**config.mk**
```make
export PLATFORM = sky130hd
export DESIGN_NAME = seismic_record_header_checker_unit
export DESIGN_NICKNAME = d
export VERILOG_FILES = /design/src/rtl/srhc_pkg.sv /design/src/rtl/srhc_parse.sv /design/src/rtl/seismic_record_header_checker_unit.sv
export SDC_FILE = /design/constraint.sdc
export NUM_CORES = 1
export LEC_CHECK = 0
export ABC_AREA = 1
export BUFFER_PORTS_ARGS = -buffer_cell sky130_fd_sc_hd__buf_2
export CAP_MARGIN = 20
export CORE_MARGIN = 10
export CORE_UTILIZATION = 45
export CTS_BUF_LIST = sky130_fd_sc_hd__clkbuf_8
export DETAILED_ROUTE_END_ITERATION = 6
export SLEW_MARGIN = 20
export SYNTH_ARGS = -nofsm -noshare
export SYNTH_HDL_FRONTEND = slang
export SYNTH_SLANG_ARGS = --single-unit
```
**constraint.sdc**
```tcl
create_clock -name clk -period 5.85 [get_ports clk]
set_clock_uncertainty 0.2 [all_clocks]
set_input_delay 0.585 -clock clk [delete_from_list [all_inputs] [get_ports clk]]
set_output_delay 0.585 -clock clk [all_outputs]
set_load 0.03 [all_outputs]
```
**src/rtl/srhc_pkg.sv**
```systemverilog
package srhc_pkg;

  // header geometry
  localparam int unsigned HdrLen = 40;
  localparam int unsigned PosW   = 6;

  // byte offsets of interest
  localparam logic [PosW-1:0] PosMagic0  = 6'd0;
  localparam logic [PosW-1:0] PosMagic1  = 6'd1;
  localparam logic [PosW-1:0] PosVersion = 6'd2;
  localparam logic [PosW-1:0] PosDoyLo   = 6'd10;
  localparam logic [PosW-1:0] PosDoyHi   = 6'd11;
  localparam logic [PosW-1:0] PosHour    = 6'd12;
  localparam logic [PosW-1:0] PosMinute  = 6'd13;
  localparam logic [PosW-1:0] PosSecond  = 6'd14;
  localparam logic [PosW-1:0] PosFormat  = 6'd15;
  localparam logic [PosW-1:0] PosIdLen   = 6'd33;
  localparam logic [PosW-1:0] PosExtra0  = 6'd34;
  localparam logic [PosW-1:0] PosExtra1  = 6'd35;
  localparam logic [PosW-1:0] PosPay0    = 6'd36;
  localparam logic [PosW-1:0] PosPay1    = 6'd37;
  localparam logic [PosW-1:0] PosPay2    = 6'd38;
  localparam logic [PosW-1:0] PosPay3    = 6'd39;
  localparam logic [PosW-1:0] PosLast    = 6'(HdrLen - 1);

  // field limits
  localparam logic [7:0]  MagicM     = 8'h4D;
  localparam logic [7:0]  MagicS     = 8'h53;
  localparam logic [7:0]  VersionReq = 8'd3;
  localparam logic [15:0] DoyMax     = 16'd366;
  localparam logic [7:0]  HourMax    = 8'd23;
  localparam logic [7:0]  MinuteMax  = 8'd59;
  localparam logic [7:0]  SecondMax  = 8'd60;

  typedef struct packed {
    logic [7:0] header_byte;
    logic       end_of_data;
  } in_word_t;

  typedef struct packed {
    logic        record_ok;
    logic        truncated;
    logic [7:0]  payload_format;
    logic [7:0]  identifier_length;
    logic [15:0] extra_header_length;
    logic [31:0] payload_length;
  } out_word_t;

  // allowed payload encodings
  function automatic logic format_allowed(input logic [7:0] f);
    logic ok;
    case (f)
      8'd0, 8'd1, 8'd3, 8'd4, 8'd5, 8'd10, 8'd11, 8'd14,
      8'd16, 8'd19, 8'd30, 8'd53, 8'd54, 8'd55: ok = 1'b1;
      default: ok = 1'b0;
    endcase
    return ok;
  endfunction

endpackage

```
**src/rtl/srhc_parse.sv**
```systemverilog
module srhc_parse (
  input  logic              clk,
  input  logic              rst,
  input  logic              step,
  input  srhc_pkg::in_word_t  word,
  output logic              emit,
  output srhc_pkg::out_word_t result
);
  import srhc_pkg::*;

  logic [PosW-1:0] byte_position, byte_position_next;
  logic            checks_passed, checks_passed_next;
  logic [7:0]      held_low_byte, held_low_byte_next;
  logic [7:0]      format_seen, format_seen_next;
  logic [7:0]      ident_len_seen, ident_len_seen_next;
  logic [15:0]     extra_len_seen, extra_len_seen_next;
  logic [31:0]     payload_len_seen, payload_len_seen_next;

  logic [7:0]  b;
  logic [15:0] doy;
  logic        ok;
  logic        last;

  always_comb begin
    b   = word.header_byte;
    doy = {b, held_low_byte};
    ok  = 1'b1;
    held_low_byte_next    = held_low_byte;
    format_seen_next      = format_seen;
    ident_len_seen_next   = ident_len_seen;
    extra_len_seen_next   = extra_len_seen;
    payload_len_seen_next = payload_len_seen;

    case (byte_position)
      PosMagic0:  ok = (b == MagicM);
      PosMagic1:  ok = (b == MagicS);
      PosVersion: ok = (b == VersionReq);
      PosDoyLo:   held_low_byte_next = b;
      PosDoyHi:   ok = (doy != 16'd0) && (doy <= DoyMax);
      PosHour:    ok = (b <= HourMax);
      PosMinute:  ok = (b <= MinuteMax);
      PosSecond:  ok = (b <= SecondMax);
      PosFormat: begin
        format_seen_next = b;
        ok = format_allowed(b);
      end
      PosIdLen:   ident_len_seen_next = b;
      PosExtra0:  extra_len_seen_next[7:0] = b;
      PosExtra1:  extra_len_seen_next[15:8] = b;
      PosPay0:    payload_len_seen_next[7:0] = b;
      PosPay1:    payload_len_seen_next[15:8] = b;
      PosPay2:    payload_len_seen_next[23:16] = b;
      PosPay3:    payload_len_seen_next[31:24] = b;
      default:    ok = 1'b1;
    endcase

    checks_passed_next = checks_passed & ok;
    last = (byte_position == PosLast);
    emit = step && (last || word.end_of_data);
    byte_position_next = byte_position + 1'b1;

    result.record_ok           = last & checks_passed_next;
    result.truncated           = ~last;
    result.payload_format      = format_seen_next;
    result.identifier_length   = ident_len_seen_next;
    result.extra_header_length = extra_len_seen_next;
    result.payload_length      = payload_len_seen_next;
  end

  always_ff @(posedge clk) begin
    if (rst || emit) begin
      byte_position    <= '0;
      checks_passed    <= 1'b1;
      held_low_byte    <= '0;
      format_seen      <= '0;
      ident_len_seen   <= '0;
      extra_len_seen   <= '0;
      payload_len_seen <= '0;
    end else if (step) begin
      byte_position    <= byte_position_next;
      checks_passed    <= checks_passed_next;
      held_low_byte    <= held_low_byte_next;
      format_seen      <= format_seen_next;
      ident_len_seen   <= ident_len_seen_next;
      extra_len_seen   <= extra_len_seen_next;
      payload_len_seen <= payload_len_seen_next;
    end
  end

endmodule

```
**src/rtl/seismic_record_header_checker_unit.sv**
```systemverilog
// channel   dir  handshake             word
// hdr       in   hdr_valid/hdr_ready   in_word_t: header_byte, end_of_data
// res       out  res_valid/res_ready   out_word_t: flags, format, lengths
//
// one header byte per cycle while no result waits on res_ready; a byte waits
// in the input register, and at the edge where it is checked and folded into
// the header state, a finished header's result is loaded into the output register
// reset (rst, synchronous) empties both registers and restarts at offset 0
// a result waiting on res_ready holds the parser, so at most one more byte
// is taken into the input register before hdr_ready drops
module seismic_record_header_checker_unit (
  input  logic                clk,
  input  logic                rst,
  input  logic                hdr_valid,
  output logic                hdr_ready,
  input  srhc_pkg::in_word_t  hdr_word,
  output logic                res_valid,
  input  logic                res_ready,
  output srhc_pkg::out_word_t res_word
);
  import srhc_pkg::*;

  // input register
  logic      hq_valid;
  in_word_t  hq_word;

  // parser side
  logic      advance;
  logic      emit;
  out_word_t result;

  // parser moves when the output register is free or being drained
  assign advance   = hq_valid && (!res_valid || res_ready);
  assign hdr_ready = !hq_valid || advance;

  always_ff @(posedge clk) begin
    if (rst) begin
      hq_valid <= 1'b0;
    end else if (hdr_ready) begin
      hq_valid <= hdr_valid;
    end
  end

  always_ff @(posedge clk) begin
    if (hdr_ready && hdr_valid) begin
      hq_word <= hdr_word;
    end
  end

  srhc_parse u_parse (
    .clk    (clk),
    .rst    (rst),
    .step   (advance),
    .word   (hq_word),
    .emit   (emit),
    .result (result)
  );

  // output register: loads on a finished header, clears when taken
  always_ff @(posedge clk) begin
    if (rst) begin
      res_valid <= 1'b0;
    end else if (emit) begin
      res_valid <= 1'b1;
    end else if (res_ready) begin
      res_valid <= 1'b0;
    end
  end

  always_ff @(posedge clk) begin
    if (emit) begin
      res_word <= result;
    end
  end

endmodule
```
; Yosys cells after proc, flatten, opt, wreduce, memory -nomap -nowiden
; Memory sizes are Yosys's and may differ from the RTL's. A register that Yosys moved wholly into a read port is not among the register bits.
; Index checks and enable logic that the tools add are counted.
[op_classes]
n_addsub = 1
n_lt_le_gt_ge = 4
n_eq_ne = 18
n_mux = 13
bitwise_logic = 3
reduce_logical = 15
[op_table]
columns = op, n
row1 = 8-bit two-way mux, 8
row2 = "6-bit == test, second input constant", 7
row3 = "6-bit by 4-bit == test with 1-bit output, second input constant", 6
row4 = "8-bit by 7-bit == test with 1-bit output, second input constant", 2
row5 = "16-bit by 9-bit less-or-equal comparator with 1-bit output, second input constant", 1
row6 = "8-bit by 6-bit less-or-equal comparator with 1-bit output, second input constant", 2
row7 = 16-bit nonzero test, 1
row8 = "8-bit by 2-bit == test with 1-bit output, second input constant", 1
row9 = "8-bit by 5-bit less-or-equal comparator with 1-bit output, second input constant", 1
row10 = 1-bit one-hot mux with 8 select lines, 1
row11 = "6-bit by 1-bit adder with 6-bit output, second input constant", 1
row12 = "6-bit by 1-bit == test with 1-bit output, second input constant", 1
row13 = "6-bit by 2-bit == test with 1-bit output, second input constant", 1
row14 = 6-bit logical NOT, 1
row15 = 6-bit two-way mux, 1
row16 = 1-bit logical AND, 4
row17 = 1-bit logical OR, 4
row18 = 1-bit two-way mux, 3
row19 = 1-bit bitwise AND, 2
row20 = 1-bit logical NOT, 2
row21 = 2-bit logical NOT, 1
row22 = 2-bit AND reduction, 1
row23 = 2-bit nonzero test, 1
row24 = 1-bit inverter, 1
[totals]
regBits = 156
romBits = 64
in_bits = 13
output_inout_bits = 68
elab_cells = 72
memories = 1
[memory_table]
columns = name, depth, word_bits, rd, rd_clocked_by_memory_dff, write_ports, line_no
row1 = (no name shown), 64, 1, 1, 1, 0, srhc_pkg.sv:52  ; case (f)

; Logic depth before layout (Yosys ltp)
; Gate-level depths: netlist of the first run.
[depth]
word_depth = 6
depth_mapped = 14
mapped_depth_nobuf = 13

; Cells and area by module
; Synthesis of the first run repeated with hierarchy kept, for this count alone.
[hier_totals]
cells_unflattened = 729
area_unflattened_um2 = 6495.0
[by_module_without_submodules]
columns = module, n_inst, cells_per_inst, area_per_inst_um2, seq_area_each_um2
row1 = srhc_parse, 1, 643, 4152.7, 1581.5
row2 = seismic_record_header_checker_unit, 1, 86, 2342.2, 2292.2

; Worst setup path after synthesis of the first run
; OpenSTA, ideal clock, no wires.
[synth_path]
kind = input -> register
from = input port res_ready
to = register u_parse.payload_len_seen[14]
setup_time_ns = 0.115
arrival_time_ns = 2.358
t_required_ns = 5.535
setup_slack_ns = 3.177
path_stages = 11
path_buffers = 3
path_cell_list = inv_1 nand2_1 nand2_1 inv_1 o21ai_2 inv_2 or2_1 buf_6 buf_6 buf_6 a21oi_2
[synth_via]
elab_chain_cells = 4
[synth_rtl]
columns = element, line_no
row1 = start: declaration, seismic_record_header_checker_unit.sv:18  ; input logic res_ready,
row2 = 1-bit logical OR, seismic_record_header_checker_unit.sv:33  ; assign advance = hq_valid && (!res_valid || res_ready);
row3 = 1-bit logical AND, seismic_record_header_checker_unit.sv:33
row4 = 1-bit logical AND, srhc_parse.sv:59  ; emit = step && (last || word.end_of_data);
row5 = net emit, seismic_record_header_checker_unit.sv:29  ; logic emit;
row6 = 1-bit logical OR, srhc_parse.sv:71  ; if (rst || emit) begin
row7 = end signal: assignment, srhc_parse.sv:86  ; payload_len_seen <= payload_len_seen_next;
row8 = end: declaration, srhc_parse.sv:17  ; logic [31:0] payload_len_seen, payload_len_seen_next;
; The timed path passes the listed nets, and every way through them passes these cells.
; A chain may end at the register's enable or synchronous reset.

; Worst setup path after layout of the first run
[layout_path]
from = register res_valid
to = register u_parse.checks_passed
[layout_via]
elab_chain_cells = 5
[layout_rtl]
columns = element, line_no
row1 = start: declaration, seismic_record_header_checker_unit.sv:17  ; output logic res_valid,
row2 = start signal: assignment, seismic_record_header_checker_unit.sv:62  ; res_valid <= 1'b0;
row3 = start signal: assignment, seismic_record_header_checker_unit.sv:64  ; res_valid <= 1'b1;
row4 = start signal: assignment, seismic_record_header_checker_unit.sv:66  ; res_valid <= 1'b0;
row5 = 1-bit logical NOT, seismic_record_header_checker_unit.sv:33
row6 = 1-bit logical OR, seismic_record_header_checker_unit.sv:33
row7 = 1-bit logical AND, seismic_record_header_checker_unit.sv:33
row8 = 1-bit logical AND, srhc_parse.sv:59
row9 = net emit, seismic_record_header_checker_unit.sv:29
row10 = 1-bit logical OR, srhc_parse.sv:71
row11 = end signal: assignment, srhc_parse.sv:81  ; checks_passed <= checks_passed_next;
row12 = end: declaration, srhc_parse.sv:12  ; logic checks_passed, checks_passed_next;
; The timed path passes the listed nets, and every way through them passes these cells.

==> impl_results.md, run 1 <==
* Mean Syn Cell Area at 8.872 sq um
* Number of enable flip-flop cells after synthesis at 75
* Synthesized-area fraction occupied by adder cells at under 10%
* Full die area at roughly 20000 sq um
* Register Area at 3894 sq um
* Worst Path Required at between 6 and 7 ns
* Syn_nets at 760
* Hold Crit Class: in2reg
* DP Wirelength at approximately 9400 um
* Setup CP Type: reg2reg
* Cell count after synthesis at 740
* Setup bufs post-CTS at 0
* Vias per cell at 5.155
* Setup crit start kind: register
* # DRC at 0
* Initial antenna violation count at 0
* Vias at around 5200
* Top cell type's share of synthesized area at 34.31%
* Multi-input logic area at 2332 sq um
* Share of cells above drive strength 1 at approximately 18%
* R2R setup slack at around 2.8 ns
* Die Height at 140.8 um
* Final Cell Area at 7397 sq um
* Largest net degree at the start of global routing at 80
* Drt initial violations at 399
* Worst path arrival time at ~3.2 ns
* Worst-margin pin slew at 0.9085 ns
* Total global-route track usage at 15.42%
* Fmax at 326.1 MHz
* Ys async rst share at 0%
* Pwr/cell area at 274.8 nW/um^2
* CP endpoint kind: register
* Hold Startpoint: hdr_word[0]
* Outcome: completed
* Placer Congestion at between 0.8 and 0.9
* CTS tree: done
* Cell Chain, Critical Path: nand2_1 -> nand2_2 -> buf_4 -> inv_2 -> o21ai_2 -> inv_2 -> or2_2 -> buf_4 -> a21oi_1 -> nand2_1
* Distinct cell type count after synthesis at 31
* Grt total ovfl at 0
* Reg2Reg Depth at 10
* Fin nets at 824
* Post-synthesis xor/xnor area fraction at 0.4002%
* Clk buf depth at 2
* Layout filler cell count at approximately 1400
* Hold EP: hq_word[0]
* Unrepaired setup endpoints after global routing: false
* Hold Path Depth at 1
* Cell taking the most area after synthesis: edfxtp_1
* Crit path launch: res_valid
* # rows at 44
* Max-slew violation count at 0
* Clk Latency, worst-skew pair at about 0.46 ns
* N_diodes at 0
* WL final at 15230 um
* Die width at 140.8 um
* Critical Path Fanout Max at between 70 and 80
* Hold Worst Slack at roughly 0.090 ns
* Most common library cells after synthesis: nand2_1 (243), a21oi_1 (83), dfxtp_1 (82), edfxtp_1 (75), o21ai_0 (54)
* # hold bufs at CTS at 0
* Mapped Area at 6565 sq um
* Vias in the first global route at ~4900
* R2r endpoint: u_parse.checks_passed
* Placed cell areas at ~7000 sq um
* Final Hold Vio Count at 0
* Largest family of logic cells by synthesized area: simple AND/OR/NAND/NOR gates
* Largest cells by area after synthesis: edfxtp_1 (34%), dfxtp_1 (25%), nand2_1 (14%), a21oi_1 (6.3%), o21ai_0 (4.1%)
* Core footprint at 14420 sq um
* Multiplexer share of the synthesized area at 0%
* Setup_tns at 0 ns
* Max-Slew Margin vs Limit at between 30% and 40%
* Synth Flop Type: dfxtp_1
* Synthesis Warnings at 0
* Maxcap violations at 0
* Root buf cell: clkbuf_8
* Flip-flop and latch count after synthesis at around 160
* CP max stage delay at about 0.55 ns
* Final-report setup violation count at 0
* RR Startpoint: res_valid
* Worst path slowest cell: buf_4
* Antenna viol nets, final at 0
* Synthesis-to-layout area growth at 12.67%
* First-pass GRT wire length at ~25000 um
* Synth Area in Compound Gates at 12.50%
* VDD IR max at 0.0001202 V
* Count leader, synth: nand2_1
* Sequential area share after synthesis at 59.31%
* Pre-antenna DRT Iters at 5
* Resized cells post-CTS at 0
* TritonCTS Buffers at 17
* Leak Pwr at ~2.8 nW
* Worst-path clk slew at about 0.090 ns
* WL/cell at 15.21 um
* Final min period at 3.067 ns
* Initial cell density of the core at 45.52%
* Input/output buffers at 80
* I/O pin count at 81
* Period utilization at 52.42%
* Num Clock Sinks at 157
* H-tree depth at 4
* Simple-gate area share of the yosys netlist at 21.25%
metal layers:
metal | vias to the layer above | part of all wire (%) | global-route usage, %
li1 | 2565 | - | -
met3 | 29 | 7.2 | 4.837
met4 | 0 | 2.4 | 6.902
met2 | 165 | 43 | 22.41
met5 | - | 0 | 0
met1 | 2401 | 48 | 20.55
power breakdown:
group	leakage, nW	switching [mW]	internal [mW]
Sequential	1.47	0.00744	1.16
Clock	0.183	0.398	0.368
Combinational	1.16	0.0830	0.0206
cells by family (layout without fill, tap and decap cells):
logic type / count (synthesis) / in the layout
xor+xnor: 3 / 3
compound gates: 154 / 154
flops: 157 / 157
simple gates: 341 / 341
buf+inv: 78 / 155
fa+ha+maj: 7 / 7
flip-flops by register name (all words and copies together), names as in the netlist, named ones only:
register	flops
res_word	66
u_parse.payload_len_seen	32
u_parse.extra_len_seen	16
hq_word	9
u_parse.format_seen	8
u_parse.held_low_byte	8
u_parse.ident_len_seen	8
u_parse.byte_position	6
hq_valid	1
res_valid	1
u_parse.checks_passed	1
worst max-delay path, delay by kind of cell, from the launching register on:
kind                   cells  cell delay (ns)
buffers and inverters      4             1.44
AND/OR/NAND/NOR            4             0.48
AO/OA/AOI/OAI              2             0.42
flip-flops                 1             0.36
stage by stage:
| step | instances | utilization [%] | power, mW | worst slack, ns |
|---|---|---|---|---|
| 6_report | 1001 | 51.28 | 2.033 | 2.783 |
| 5_1_grt | 1001 | 51.28 | 2.117 | 2.516 |
| 4_1_cts | 1001 | 51.28 | 2.050 | 2.766 |
| 3_5_place_dp | 969 | 48.76 | 1.291 | 2.392 |
| 3_3_place_gp | 969 | 48.76 | 1.288 | 2.483 |
| 2_1_floorplan | 740 | - | 1.258 | 3.177 |
layout by cell type (no fill, tap or decap), types with 5 or more instances in the layout:
cell type | netlist | final
edfxtp_1 | 75 | 75
nand2_1 | 243 | 242
or2_2 | 9 | 10
clkbuf_8 | 0 | 17
dfxtp_1 | 82 | 82
inv_1 | 34 | 34
clkinv_1 | 3 | 7
o21ai_0 | 54 | 54
nand3_1 | 22 | 22
nor2_1 | 50 | 50
a21oi_2 | 10 | 10
a21oi_1 | 83 | 83
nor2_2 | 5 | 5
buf_2 | 15 | 80
ha_1 | 7 | 7
layout make-up:
cell class                 instances  share of cell area [%]
timing repair buffer              84                   5.819
tap                              184                   3.112
inverter                          39                   1.979
multi-input combinational        505                   31.53
sequential                       157                   52.64
clock buffer                      17                   3.163
clock inverter                    15                   1.759
worst max-delay path by stage:
stage | end | slack (ns) | cells after the start
after detailed placement | u_parse.checks_passed | 2.39 | 12
after global routing | u_parse.checks_passed | 2.52 | 10
after CTS | u_parse.checks_passed | 2.77 | 10
after global placement | u_parse.checks_passed | 2.48 | 12
final | u_parse.checks_passed | 2.78 | 10
after floorplan | u_parse.payload_len_seen[14] | 3.18 | 11
(Power assumes the default switching activity.)
==> inputs of run 2 (changes only) <==
- clock period: 5.85 -> 3 ns (I/O delays scaled with it)
==> run 2 against run 1 <==
  * Maximum frequency grew 26%
  * Global-route usage grew 0.40 points
  * Non-clock buffer count rose by 19
  * Setup slack worse by 2.2 ns
  * Register-to-register slack worse by 2.2 ns
  * Cell count up 1.9%
  * Critical endpoint is now u_parse.format_seen[6]
  * Largest power group unchanged
==> impl_results.md, run 2 (synthesis results as in run 1) <==
* First-pass GRT wire length at 25210 um (+2.2%)
* RR Startpoint: u_parse.byte_position[4]
* Total global-route track usage at 15.82% (+0.40 points)
* Vias at 5154 (-0.12%)
* Commonest non-fill, non-tap cell in the layout: nand2_1
* Critical Path Fanout Max at 16 (-80%)
* Vias per cell at 5.053 (-2.0%)
* Hold Startpoint: res_ready
* Switching share of total power at 24.50% (+0.46 points)
* Max-Slew Margin vs Limit at 49.22% (+9.8 points)
* Worst path arrival time at 2.63 ns (-0.59 ns)
* Reg2Reg Depth at 7 (-3)
* Final Cell Area at 7647 sq um (+3.4%)
* Unrepaired setup endpoints after global routing: false
* Input/output buffers at 80 (unchanged)
* Fmax at 411.7 MHz (+26%)
* Drt initial violations at 364 (-8.8%)
* Share of cells above drive strength 1 at 18.66% (+1.2 points)
* Period utilization at 80.97% (+29 points)
* I/O pin count at 81 (unchanged)
* H-tree depth at 4 (unchanged)
* Outcome: completed
* Die width at 140.8 um (unchanged)
* Initial cell density of the core at 45.52% (unchanged)
* TritonCTS Buffers at 17 (unchanged)
* Placed cell areas at 7131 sq um (+1.4%)
* Worst-margin pin slew at 0.7560 ns (-0.1525 ns)
* Max reg flops at 66 (unchanged)
* Layout filler cell count at 1343 (-1.3%)
* Final-report setup violation count at 0 (unchanged)
* Fin nets at 843 (+2.3%)
* CTS tree: done
* Non-Filler Instances at 1020 (+1.9%)
* Reg power frac at 55.4% (-1.8 points)
* Worst Path Required at 3.21 ns (-2.80 ns)
* Core footprint at 14420 sq um (unchanged)
* Initial antenna violation count at 0 (unchanged)
* # rows at 44 (unchanged)
* Final min period at 2.429 ns (-0.6376 ns)
* Inst Count DP at 977 (+0.83%)
* # DRC at 0 (unchanged)
* Leak Pwr at 2.927 nW (+3.9%)
* Hold Crit Class: in2reg
* Most frequent cells in the layout: nand2_1 (242), a21oi_1 (83), dfxtp_1 (82)
* Hold Path Depth at 4 (+3)
* Full die area at 19820 sq um (unchanged)
* Num Clock Sinks at 157 (unchanged)
* Int Pwr at 3.088 mW (+100%)
* Setup crit start kind: register
* R2R setup slack at 0.57 ns (-2.21 ns)
* Maxcap violations at 0 (unchanged)
* Vias in the first global route at 4915 (+0.94%)
* Max-slew violation count at 0 (unchanged)
* Antenna viol nets, final at 0 (unchanged)
* Setup CP Type: reg2reg
* Root buf cell: clkbuf_8
* Pwr/cell area at 534.9 nW/um^2 (+95%)
* N_diodes at 0 (unchanged)
* Synthesis-to-layout area growth at 16.49%
* WL/cell at 15.33 um (+0.76%)
* Clk buf depth at 2 (unchanged)
* Worst-path clk slew at 0.09 ns (about the same)
* Largest net degree at the start of global routing at 69 (-14%)
* Biggest register: res_word
* Clk pwr share at 38.9% (+1.2 points)
* Pre-antenna DRT Iters at 6 (+1)
* Clk Latency, worst-skew pair at 0.47 ns (about the same)
* Placer Congestion at 0.8853 (-0.33%)
* Largest registers: res_word: 66 flops, u_parse.payload_len_seen: 32 flops, u_parse.extra_len_seen: 16 flops
* Final Hold Vio Count at 0 (unchanged)
* R2r endpoint: u_parse.format_seen[6]
* Setup bufs post-CTS at 0 (unchanged)
* Die Height at 140.8 um (unchanged)
* Hold EP: res_valid
* WL final at 15630 um (+2.7%)
* CP endpoint kind: register
* Setup_tns at 0 ns (unchanged)
* VDD IR max at 0.0002868 V (+140%)
* Gate power share at 5.6% (+0.5 points)
* DP Wirelength at 10180 um (+7.8%)
* Grt total ovfl at 0 (unchanged)
* Sw Pwr at 1.002 mW (+110%)
==> run 2: cell type report <==
class                           count  area (sq um)  share of cell area (%)
Multi-Input combinational cell    505          2332                   30.50
Clock inverter                     14         158.9                   2.078
Inverter                           39         146.4                   1.914
Timing Repair Buffer              103         638.1                   8.344
Tap cell                          184         230.2                   3.010
Clock buffer                       18         247.7                   3.240
Sequential cell                   157          3894                   50.92
==> run 2: worst max-delay path: stages, from the launching register on <==
cell,delay [ns]
dfxtp_1,0.40
nor2_1,0.61
nand2_1,0.18
nor2_1,0.20
inv_1,0.24
o21ai_0,0.33
nand2_1,0.08
a21oi_1,0.13
==> run 2: worst max-delay path by stage <==
stage | from | to | slack, ns
after global routing | u_parse.byte_position[4] | u_parse.format_seen[7] | 0.32
after CTS | u_parse.byte_position[4] | u_parse.format_seen[6] | 0.59
after floorplan | res_valid | register | 0.44
final | u_parse.byte_position[4] | u_parse.format_seen[6] | 0.57
after global placement | u_parse.byte_position[4] | u_parse.format_seen[6] | 0.64
after detailed placement | res_ready | register | 0.60
==> run 2: timing repair <==
item                                   in CTS  in global routing
endpoints found under the hold margin      12                  0
gates resized for setup                     0                  0
setup endpoints to repair                   0                  0
hold buffers                               11                  0
==> run 2: stage by stage <==
stage | util (%) | hold WS, ns | power (mW) | setup slack (ns)
floorplan | - | 0.1691 | 2.454 | 0.4390
finish | 53.02 | 0.03130 | 4.091 | 0.5709
detailed placement | 49.44 | 0.2519 | 2.537 | 0.5982
global placement | 49.44 | 0.2476 | 2.532 | 0.6398
global route | 53.02 | 0.05158 | 4.248 | 0.3168
CTS | 53.02 | 0.008109 | 4.133 | 0.5866
==> run 2: power groups by stage <==
stage	combinational, mW	sequential, mW	clock (mW)
2_1_floorplan	0.127	2.33	0
3_3_place_gp	0.216	2.32	0
3_5_place_dp	0.220	2.32	0
4_1_cts	0.231	2.27	1.63
5_1_grt	0.253	2.27	1.73
6_report	0.231	2.27	1.59
==> run 2: layer usage <==
| metal | GRT usage [%] | up-vias | part of all wire [%] |
|---|---|---|---|
| li1 | - | 2623 | - |
| met1 | 20.35 | 2372 | 48 |
| met2 | 23.99 | 128 | 44 |
| met3 | 4.938 | 31 | 5.6 |
| met4 | 6.793 | 0 | 2.6 |
| met5 | 0 | - | 0 |
